$ cat config.mk
export PLATFORM = sky130hd
export DESIGN_NAME = box_filter_line_replicate_core
export DESIGN_NICKNAME = d
export VERILOG_FILES = /design/src/hdl/bfl_pkg.sv /design/src/hdl/box_filter_line_replicate_core.sv /design/src/hdl/bfl_cell.sv /design/src/hdl/bfl_sum_tree.sv /design/src/hdl/bfl_recip_div.sv
export SDC_FILE = /design/constraint.sdc
export NUM_CORES = 2
export LEC_CHECK = 0
export BUFFER_PORTS_ARGS = -buffer_cell sky130_fd_sc_hd__buf_2
export CORE_ASPECT_RATIO = 1.4
export CORE_MARGIN = 3
export CORE_UTILIZATION = 50
export CTS_CLUSTER_SIZE = 14
export DETAILED_ROUTE_END_ITERATION = 8
export PLACE_DENSITY_LB_ADDON = 0.2
export SYNTH_ARGS = -nofsm -noshare
export SYNTH_HDL_FRONTEND = slang
export SYNTH_SLANG_ARGS = --single-unit
export TNS_END_PERCENT = 20
$ cat constraint.sdc
create_clock -name i_clk -period 23.3 [get_ports i_clk]
set_input_delay 3.495 -clock i_clk [delete_from_list [all_inputs] [get_ports i_clk]]
set_output_delay 3.495 -clock i_clk [all_outputs]
set_load 0.05 [all_outputs]
$ cat src/hdl/bfl_pkg.sv
// Shared types, constants and the reciprocal table for the line box filter.
package bfl_pkg;

    localparam int MAX_KERNEL  = 15;
    localparam int CHANNELS    = 3;
    localparam int SAMPLE_W    = 8;
    localparam int PIX_W       = SAMPLE_W * CHANNELS;
    localparam int KERNEL_W    = 4;
    localparam int CHAN_W      = 2;
    localparam int SEEN_W      = 4;
    localparam int LAG_W       = 3;
    localparam int SUM_W       = 12;
    localparam int TREE_LEVELS = 4;
    localparam int TREE_LEAVES = 1 << TREE_LEVELS;
    localparam int RECIP_W     = 17;
    localparam int RECIP_SHIFT = 16;
    localparam int PROD_W      = SUM_W + RECIP_W;
    // window stage, tree levels, product stage
    localparam int PIPE_TAGS   = TREE_LEVELS + 2;

    localparam int CFG_IDX_W   = 1;
    localparam int CFG_DATA_W  = 4;

    localparam logic [CFG_IDX_W-1:0] CFG_KERNEL_SIZE   = 1'd0;
    localparam logic [CFG_IDX_W-1:0] CFG_CHANNEL_COUNT = 1'd1;

    localparam logic [KERNEL_W-1:0] KERNEL_RESET  = 4'd3;
    localparam logic [CHAN_W-1:0]   CHANNEL_RESET = 2'd3;

    typedef logic [SAMPLE_W-1:0] t_sample;
    typedef t_sample [CHANNELS-1:0] t_pixel;  // channel 0 in the lowest byte

    typedef enum logic [1:0] {
        WOP_HOLD,
        WOP_FILL,
        WOP_SHIFT
    } t_win_op;

    typedef struct packed {
        t_win_op op;
        t_pixel  data;   // fill value, or shift-in value for the head cell
    } t_win_ctrl;

    typedef struct packed {
        logic emit;
        logic done;
    } t_tag;

    typedef enum logic {
        ST_IDLE,
        ST_FLUSH
    } t_state;

    // ceil(2^16 / k); a zero kernel size acts as one
    localparam logic [RECIP_W-1:0] RECIP [TREE_LEAVES] = '{
        17'd65536, 17'd65536, 17'd32768, 17'd21846,
        17'd16384, 17'd13108, 17'd10923, 17'd9363,
        17'd8192,  17'd7282,  17'd6554,  17'd5958,
        17'd5462,  17'd5042,  17'd4682,  17'd4370
    };

endpackage

$ cat src/hdl/box_filter_line_replicate_core.sv
// Top level of the line box filter: window cell chain, sequencer, sum and divide pipeline.
//
// Moving-average (box) filter along one image line, up to three 8-bit channels a pixel.
// Each output is floor(sum of K samples / K) per channel, the window centered with
// pad = K/2 and the line ends replicated; outputs trail inputs by (K-1)/2 pixels, and the
// pixel flagged with tlast flushes the pending positions, the last output of the line
// carrying tlast. Pixels enter at one per cycle. The end-of-line pixel keeps the input
// closed while the window cells replicate the last pixel and the flushed results are
// issued. The window is a chain of 15 cells, one pixel each, shifted at most once per
// cycle; the sums go through a four-level registered adder tree and a reciprocal
// multiply, so a result passes the four tree registers and the product register before
// it reaches the output register. The whole pipeline advances only while the output
// register is empty or being taken, so a stall on the output side freezes it and closes
// the input.
// kernel_size (index 0, 0 acts as 1) and channel_count (index 1, 0 acts as 1; unused
// channels read zero) are written through the plain write port; the user must write
// them only while idle; the block does not enforce it. No clearing pass after reset.
module box_filter_line_replicate_core (
    input  logic                              i_clk,
    input  logic                              i_rst_n,
    // configuration write port
    input  logic                              i_cfg_wr_en,
    input  logic [bfl_pkg::CFG_IDX_W-1:0]     i_cfg_index,
    input  logic [bfl_pkg::CFG_DATA_W-1:0]    i_cfg_data,
    // input pixel stream
    input  logic                              i_s_axis_tvalid,
    output logic                              o_s_axis_tready,
    input  logic [23:0]                       i_s_axis_tdata,  // sample_c0, sample_c1, sample_c2
    input  logic                              i_s_axis_tlast,  // end_of_line
    // filtered pixel stream
    output logic                              o_m_axis_tvalid,
    input  logic                              i_m_axis_tready,
    output logic [23:0]                       o_m_axis_tdata,  // avg_c0, avg_c1, avg_c2
    output logic                              o_m_axis_tlast   // line_done
);

    localparam int MK = bfl_pkg::MAX_KERNEL;

    // configuration
    logic [bfl_pkg::KERNEL_W-1:0] r_kernel;
    logic [bfl_pkg::CHAN_W-1:0]   r_chan;

    // sequencer
    bfl_pkg::t_state              r_state, n_state;
    logic [bfl_pkg::SEEN_W-1:0]   r_seen, n_seen;
    logic [bfl_pkg::LAG_W-1:0]    r_left, n_left;
    logic [bfl_pkg::LAG_W-1:0]    r_rem, n_rem;

    // pipeline tags and output register
    bfl_pkg::t_tag                r_tag [bfl_pkg::PIPE_TAGS];
    logic                         r_out_valid;
    logic                         r_out_done;
    bfl_pkg::t_pixel              r_out_data;

    logic [bfl_pkg::KERNEL_W-1:0] w_k_eff;
    logic [bfl_pkg::CHAN_W-1:0]   w_ch_eff;
    logic [bfl_pkg::LAG_W-1:0]    w_lag;
    logic [bfl_pkg::SEEN_W-1:0]   w_cnt;
    logic [bfl_pkg::LAG_W-1:0]    w_rem;
    logic                         w_adv;
    logic                         w_accept;
    bfl_pkg::t_pixel              w_in_px;
    bfl_pkg::t_win_ctrl           w_ctrl;
    bfl_pkg::t_tag                w_tag_new;

    bfl_pkg::t_pixel              w_pix  [MK];
    bfl_pkg::t_pixel              w_taps [MK];
    logic [bfl_pkg::SUM_W-1:0]    w_sums [bfl_pkg::CHANNELS];
    bfl_pkg::t_sample             w_quot [bfl_pkg::CHANNELS];

    assign w_in_px  = i_s_axis_tdata;
    assign w_k_eff  = (r_kernel == '0) ? bfl_pkg::KERNEL_W'(1) : r_kernel;
    assign w_ch_eff = (r_chan == '0) ? bfl_pkg::CHAN_W'(1) : r_chan;
    assign w_lag    = bfl_pkg::LAG_W'((w_k_eff - bfl_pkg::KERNEL_W'(1)) >> 1);
    assign w_cnt    = (r_seen == bfl_pkg::SEEN_W'(MK)) ? r_seen
                                                       : r_seen + bfl_pkg::SEEN_W'(1);
    // flushed positions: all of a line shorter than the lag, else the lag
    assign w_rem    = !i_s_axis_tlast ? '0
                    : (w_cnt < bfl_pkg::SEEN_W'(w_lag)) ? bfl_pkg::LAG_W'(w_cnt) : w_lag;

    // advance everything only when the output register can move
    assign w_adv           = !r_out_valid || i_m_axis_tready;
    assign o_s_axis_tready = (r_state == bfl_pkg::ST_IDLE) && w_adv;
    assign w_accept        = i_s_axis_tvalid && o_s_axis_tready;

    // configuration writes
    always_ff @(posedge i_clk) begin
        if (!i_rst_n) begin
            r_kernel <= bfl_pkg::KERNEL_RESET;
            r_chan   <= bfl_pkg::CHANNEL_RESET;
        end else if (i_cfg_wr_en) begin
            unique case (i_cfg_index)
                bfl_pkg::CFG_KERNEL_SIZE:   r_kernel <= i_cfg_data[bfl_pkg::KERNEL_W-1:0];
                bfl_pkg::CFG_CHANNEL_COUNT: r_chan   <= i_cfg_data[bfl_pkg::CHAN_W-1:0];
            endcase
        end
    end

    // sequencer next state
    always_comb begin
        n_state = r_state;
        n_seen  = r_seen;
        n_left  = r_left;
        n_rem   = r_rem;
        unique case (r_state)
            bfl_pkg::ST_IDLE: begin
                if (w_accept) begin
                    // end of line resets the count so the next pixel fills the window
                    n_seen = i_s_axis_tlast ? '0 : w_cnt;
                    if (w_rem != '0) begin
                        n_state = bfl_pkg::ST_FLUSH;
                        n_left  = w_lag;
                        n_rem   = w_rem;
                    end
                end
            end
            bfl_pkg::ST_FLUSH: begin
                if (w_adv) begin
                    n_left = r_left - bfl_pkg::LAG_W'(1);
                    if (r_left == bfl_pkg::LAG_W'(1)) begin
                        n_state = bfl_pkg::ST_IDLE;
                    end
                end
            end
            default: n_state = bfl_pkg::ST_IDLE;
        endcase
    end

    // sequencer outputs: window operation and the tag that travels with it
    always_comb begin
        w_ctrl.op   = bfl_pkg::WOP_HOLD;
        w_ctrl.data = w_in_px;
        w_tag_new   = '0;
        unique case (r_state)
            bfl_pkg::ST_IDLE: begin
                if (w_accept) begin
                    // first pixel of a line replicates into every cell
                    w_ctrl.op      = (r_seen == '0) ? bfl_pkg::WOP_FILL : bfl_pkg::WOP_SHIFT;
                    w_tag_new.emit = w_cnt > bfl_pkg::SEEN_W'(w_lag);
                    w_tag_new.done = i_s_axis_tlast && (w_rem == '0);
                end
            end
            bfl_pkg::ST_FLUSH: begin
                if (w_adv) begin
                    // replicate the last pixel; only the final pushes produce outputs
                    w_ctrl.op      = bfl_pkg::WOP_SHIFT;
                    w_ctrl.data    = w_pix[0];
                    w_tag_new.emit = r_left <= r_rem;
                    w_tag_new.done = r_left == bfl_pkg::LAG_W'(1);
                end
            end
            default: w_ctrl.op = bfl_pkg::WOP_HOLD;
        endcase
    end

    always_ff @(posedge i_clk) begin
        if (!i_rst_n) begin
            r_state <= bfl_pkg::ST_IDLE;
            r_seen  <= '0;
            r_left  <= '0;
            r_rem   <= '0;
        end else begin
            r_state <= n_state;
            r_seen  <= n_seen;
            r_left  <= n_left;
            r_rem   <= n_rem;
        end
    end

    // window cell chain, newest pixel in cell 0
    for (genvar i = 0; i < MK; i++) begin : g_cell
        bfl_pkg::t_pixel w_prev;
        if (i == 0) begin : g_head
            assign w_prev = w_ctrl.data;
        end else begin : g_body
            assign w_prev = w_pix[i-1];
        end

        bfl_cell u_cell (
            .i_clk    (i_clk),
            .i_ctrl   (w_ctrl),
            .i_prev   (w_prev),
            .i_tap_en (bfl_pkg::KERNEL_W'(i) < w_k_eff),
            .o_pixel  (w_pix[i]),
            .o_tap    (w_taps[i])
        );
    end

    bfl_sum_tree u_sum_tree (
        .i_clk  (i_clk),
        .i_adv  (w_adv),
        .i_taps (w_taps),
        .o_sums (w_sums)
    );

    bfl_recip_div u_recip_div (
        .i_clk    (i_clk),
        .i_adv    (w_adv),
        .i_sums   (w_sums),
        .i_kernel (w_k_eff),
        .o_quot   (w_quot)
    );

    // tags follow the window operation through the tree and the multiply
    always_ff @(posedge i_clk) begin
        if (!i_rst_n) begin
            for (int i = 0; i < bfl_pkg::PIPE_TAGS; i++) begin
                r_tag[i] <= '0;
            end
            r_out_valid <= 1'b0;
            r_out_done  <= 1'b0;
        end else if (w_adv) begin
            r_tag[0] <= w_tag_new;
            for (int i = 1; i < bfl_pkg::PIPE_TAGS; i++) begin
                r_tag[i] <= r_tag[i-1];
            end
            r_out_valid <= r_tag[bfl_pkg::PIPE_TAGS-1].emit;
            r_out_done  <= r_tag[bfl_pkg::PIPE_TAGS-1].done;
        end
    end

    always_ff @(posedge i_clk) begin
        if (w_adv) begin
            for (int c = 0; c < bfl_pkg::CHANNELS; c++) begin
                r_out_data[c] <= (bfl_pkg::CHAN_W'(c) < w_ch_eff) ? w_quot[c] : '0;
            end
        end
    end

    assign o_m_axis_tvalid = r_out_valid;
    assign o_m_axis_tdata  = r_out_data;
    assign o_m_axis_tlast  = r_out_done;

endmodule

$ cat src/hdl/bfl_cell.sv
// One window cell: holds one pixel, loads, replicates or takes its neighbor's pixel.
module bfl_cell (
    input  logic               i_clk,
    input  bfl_pkg::t_win_ctrl i_ctrl,
    input  bfl_pkg::t_pixel    i_prev,
    input  logic               i_tap_en,
    output bfl_pkg::t_pixel    o_pixel,
    output bfl_pkg::t_pixel    o_tap
);

    bfl_pkg::t_pixel r_pixel;

    always_ff @(posedge i_clk) begin
        unique case (i_ctrl.op)
            bfl_pkg::WOP_FILL:  r_pixel <= i_ctrl.data;
            bfl_pkg::WOP_SHIFT: r_pixel <= i_prev;
            default:            r_pixel <= r_pixel;
        endcase
    end

    assign o_pixel = r_pixel;
    // drop cells beyond the active kernel from the sum
    assign o_tap   = i_tap_en ? r_pixel : '0;

endmodule

$ cat src/hdl/bfl_sum_tree.sv
// Registered adder tree over the window taps, one sum per channel.
module bfl_sum_tree (
    input  logic                          i_clk,
    input  logic                          i_adv,
    input  bfl_pkg::t_pixel               i_taps [bfl_pkg::MAX_KERNEL],
    output logic [bfl_pkg::SUM_W-1:0]     o_sums [bfl_pkg::CHANNELS]
);

    localparam int L1 = bfl_pkg::TREE_LEAVES / 2;
    localparam int L2 = bfl_pkg::TREE_LEAVES / 4;
    localparam int L3 = bfl_pkg::TREE_LEAVES / 8;
    localparam int W1 = bfl_pkg::SAMPLE_W + 1;
    localparam int W2 = bfl_pkg::SAMPLE_W + 2;
    localparam int W3 = bfl_pkg::SAMPLE_W + 3;

    logic [bfl_pkg::SAMPLE_W-1:0] w_leaf [bfl_pkg::CHANNELS][bfl_pkg::TREE_LEAVES];
    logic [W1-1:0]                r_l1   [bfl_pkg::CHANNELS][L1];
    logic [W2-1:0]                r_l2   [bfl_pkg::CHANNELS][L2];
    logic [W3-1:0]                r_l3   [bfl_pkg::CHANNELS][L3];
    logic [bfl_pkg::SUM_W-1:0]    r_sum  [bfl_pkg::CHANNELS];

    always_comb begin
        for (int c = 0; c < bfl_pkg::CHANNELS; c++) begin
            for (int j = 0; j < bfl_pkg::TREE_LEAVES; j++) begin
                w_leaf[c][j] = '0;
            end
            for (int j = 0; j < bfl_pkg::MAX_KERNEL; j++) begin
                w_leaf[c][j] = i_taps[j][c];
            end
        end
    end

    always_ff @(posedge i_clk) begin
        if (i_adv) begin
            for (int c = 0; c < bfl_pkg::CHANNELS; c++) begin
                for (int j = 0; j < L1; j++) begin
                    r_l1[c][j] <= {1'b0, w_leaf[c][2*j]} + {1'b0, w_leaf[c][2*j+1]};
                end
                for (int j = 0; j < L2; j++) begin
                    r_l2[c][j] <= {1'b0, r_l1[c][2*j]} + {1'b0, r_l1[c][2*j+1]};
                end
                for (int j = 0; j < L3; j++) begin
                    r_l3[c][j] <= {1'b0, r_l2[c][2*j]} + {1'b0, r_l2[c][2*j+1]};
                end
                r_sum[c] <= {1'b0, r_l3[c][0]} + {1'b0, r_l3[c][1]};
            end
        end
    end

    assign o_sums = r_sum;

endmodule

$ cat src/hdl/bfl_recip_div.sv
// Exact division of the channel sums by the kernel size through a reciprocal multiply.
module bfl_recip_div (
    input  logic                             i_clk,
    input  logic                             i_adv,
    input  logic [bfl_pkg::SUM_W-1:0]        i_sums [bfl_pkg::CHANNELS],
    input  logic [bfl_pkg::KERNEL_W-1:0]     i_kernel,
    output bfl_pkg::t_sample                 o_quot [bfl_pkg::CHANNELS]
);

    logic [bfl_pkg::PROD_W-1:0] r_prod [bfl_pkg::CHANNELS];

    // ceil reciprocal with a 16-bit shift is exact for sums below 4096 and k up to 15
    always_ff @(posedge i_clk) begin
        if (i_adv) begin
            for (int c = 0; c < bfl_pkg::CHANNELS; c++) begin
                r_prod[c] <= bfl_pkg::PROD_W'(i_sums[c])
                           * bfl_pkg::PROD_W'(bfl_pkg::RECIP[i_kernel]);
            end
        end
    end

    always_comb begin
        for (int c = 0; c < bfl_pkg::CHANNELS; c++) begin
            o_quot[c] = r_prod[c][bfl_pkg::RECIP_SHIFT +: bfl_pkg::SAMPLE_W];
        end
    end

endmodule

==> run summary <==
Row cnt -> 152
End point of the critical path -> g_cell[10].u_cell.o_pixel[4]
Congestion Overflow GR -> 0
Register bit total from synthesis -> 874
Die height -> 424.6 um
Net Count, Synth -> 7040
Area growth from synthesis to layout -> 7.721%
Minimum clock period -> 8.046 ns
Unrepaired setup endpoints after global routing -> no
Crit path max fanout -> 127
Area of all sequential standard cells -> 26060 sq um
Most common flop cell mapped by yosys -> edfxtp_1
Post-synth EDFFs -> 855
RR Startpoint -> r_kernel[2]
Vias/cell -> 5.235
Postcts setup bufs -> 0
Commonest non-fill, non-tap cell in the layout -> inv_1
Worst-path clk slew -> 0.06 ns
Post-Syn Area -> 62570 sq um
Clk buf depth -> 3
Relative slew slack -> 27.95%
Core Region -> 123400 sq um
Crit path launch type -> primary input
Post-CTS Resized -> 0
Cell repeated most along the worst path -> buf_4
Worst Tran Pin Value -> 1.077 ns
Status -> complete, no violations
Layout cells sized above 1 -> 4.749%
Max frequency -> 0.1243 GHz
Period Utilization, post-route -> 34.53%
Max Transition Viols Final -> 0
Crit-path cells -> buf_2 > nor2b_1 > inv_8 > nand2_2 > o21ai_0 > ha_4 > buf_4 > buf_4 > buf_4 > buf_4 > nor2_1 > a21oi_1
Synth unique cells -> 74
Root Driver -> clkbuf_16
CTS Sinks -> 874
Vias in the first global route -> 42320
Req. time, crit path -> 23.80 ns
WS Path Type -> in2reg
CP top delay family -> buffers and inverters
Sequential share of the synthesized area -> 41.64%
Yosys Warn Count -> 0
End of the worst register-to-register path -> u_recip_div.r_prod[1][23]
Final nets -> 6976
DIE AREA -> 129500 sq um
WL per Instance -> 16.81 um
Most frequent cells in the layout -> inv_1 (1211), edfxtp_1 (855), a21oi_1 (595)
Drt drc -> 0
Slowest CP cell -> buf_4
Final setup violation count -> 0
Pre-CTS setup slack -> 14.60 ns
Area of the multi-input gates -> 31050 sq um
HPWL Detailed -> 92710 um
Drt total wl -> 128800 um
Die Width -> 305.0 um
FFs w/ async S/R, synth -> 0%
Port-buffer cells -> 61
Starting Density -> 50.69%
Worst path arrival time -> 8.55 ns
Slowest stage delay, CP -> 0.77 ns
Initial drt markers -> 1899
Post-Syn Area per Cell -> 10.37 sq um
GPL Wtd Cong -> 0.8314
Post-Place Cells -> 7496
Initial antenna violation count -> 1
CTS Hold Bufs -> 0
Setup ws final -> 15.25 ns
Clk_skew -> 0.02582 ns
FILL cells -> 10640
Cells on worst reg2reg path -> 22
Worst path bufs/invs -> 6
ANT nets after route -> 0
CTS tree -> done
Levels on crit path -> 12
Num CTS Buffers -> 90
CP Capture Type -> flop
Cells after synthesis -> 6035
# IOs -> 62
Via count -> 40110
Hold Vio Cnt, Final -> 0
TNS Setup -> 0 ns
Cell Count, Final, Fillers Out -> 7661
MaxCap Viol Count -> 0
Largest net degree at the start of global routing -> 161
1st-pass router iterations -> 5
FF-to-FF setup slack -> 16.00 ns
Diodes inserted -> 0
First-pass GRT wire length -> 212000 um
GRT Total Usage -> 20.34%
Clock Latency Late Sink -> 0.68 ns
Hold WC Path Type -> reg2reg
H-tree Lvls -> 3
Critical path startpoint -> i_m_axis_tready
## layout make-up
type | instances | share of cell area (%)
clock buffers | 106 | 3.460
clock inverters | 59 | 1.028
inverters | 1216 | 6.802
multi-input cells | 3683 | 46.07
flip-flops and latches | 874 | 38.67
well taps | 1617 | 3.002
repair buffers | 106 | 0.9727
## cell families after synthesis
logic type / synth area share (%)
compound gates: 9.472
xor+xnor: 4.227
fa+ha+maj: 24.98
buf+inv: 8.944
flops: 41.64
mux: 0.2639
simple gates: 10.48
## synthesized netlist by cell type (15+ instances only)
library cell	n	area [sq um]
inv_1	1213	4553
edfxtp_1	855	25670
a21oi_1	597	2988
nand2_1	541	2031
ha_1	505	6319
fa_1	465	9309
and2_1	275	1720
nor2_1	243	912.1
xnor2_1	243	2128
clkbuf_1	223	837.1
o21ai_0	161	805.8
a21o_1	94	705.7
and3_1	92	575.6
o21bai_1	80	600.6
nor2b_1	59	369.1
xor2_1	59	516.8
nand2b_1	49	306.5
nor3_1	31	155.2
a21boi_0	27	202.7
nand3_1	21	105.1
dfxtp_1	19	380.4
buf_1	18	67.56
buf_2	17	85.08
a31oi_1	15	93.84
## how the worst min path moves through the flow
stage | startpoint | endpoint | slack [ns] | cells past startpoint
6_report | u_recip_div.r_prod[0][20] | o_m_axis_tdata[4] | 0.42 | 0
5_1_grt | u_recip_div.r_prod[0][21] | o_m_axis_tdata[5] | 0.43 | 0
4_1_cts | u_recip_div.r_prod[0][21] | o_m_axis_tdata[5] | 0.42 | 0
3_5_place_dp | u_recip_div.r_prod[0][21] | o_m_axis_tdata[5] | 0.41 | 0
3_3_place_gp | u_recip_div.r_prod[0][18] | o_m_axis_tdata[2] | 0.40 | 0
2_1_floorplan | r_tag[5][1] | o_m_axis_tvalid | 0.43 | 1
## metal layers
layer	GRT usage, %	wire length (um)
met5	0	0
met4	7.497	4406
met3	2.202	4226
met2	38.74	68720
met1	23.39	51440
## metrics by stage
step,hold WS [ns],cell area [sq um],util (%)
3_5_place_dp,0.4084,64380,52.16
5_1_grt,0.4252,67400,54.61
2_1_floorplan,0.4340,62570,-
6_report,0.4209,67400,54.61
3_3_place_gp,0.4032,64380,52.16
4_1_cts,0.4233,67400,54.61
## flip-flops by register name, summed over array words and instances, names as in the netlist, 3 cells and up
| name | flops |
|---|---|
| r_seen | 4 |
| r_tag | 12 |
| r_kernel | 4 |
| o_m_axis_tdata | 24 |
| r_rem | 3 |
| u_sum_tree.r_l3 | 66 |
| u_sum_tree.r_l2 | 120 |
| u_sum_tree.o_sums | 36 |
| u_sum_tree.r_l1 | 213 |
| r_left | 3 |
| u_recip_div.r_prod | 24 |
| g_cell.u_cell.o_pixel | 360 |
Power is not shown: default switching activity piles up to over one toggle a cycle in this logic, so the estimate is an artifact.
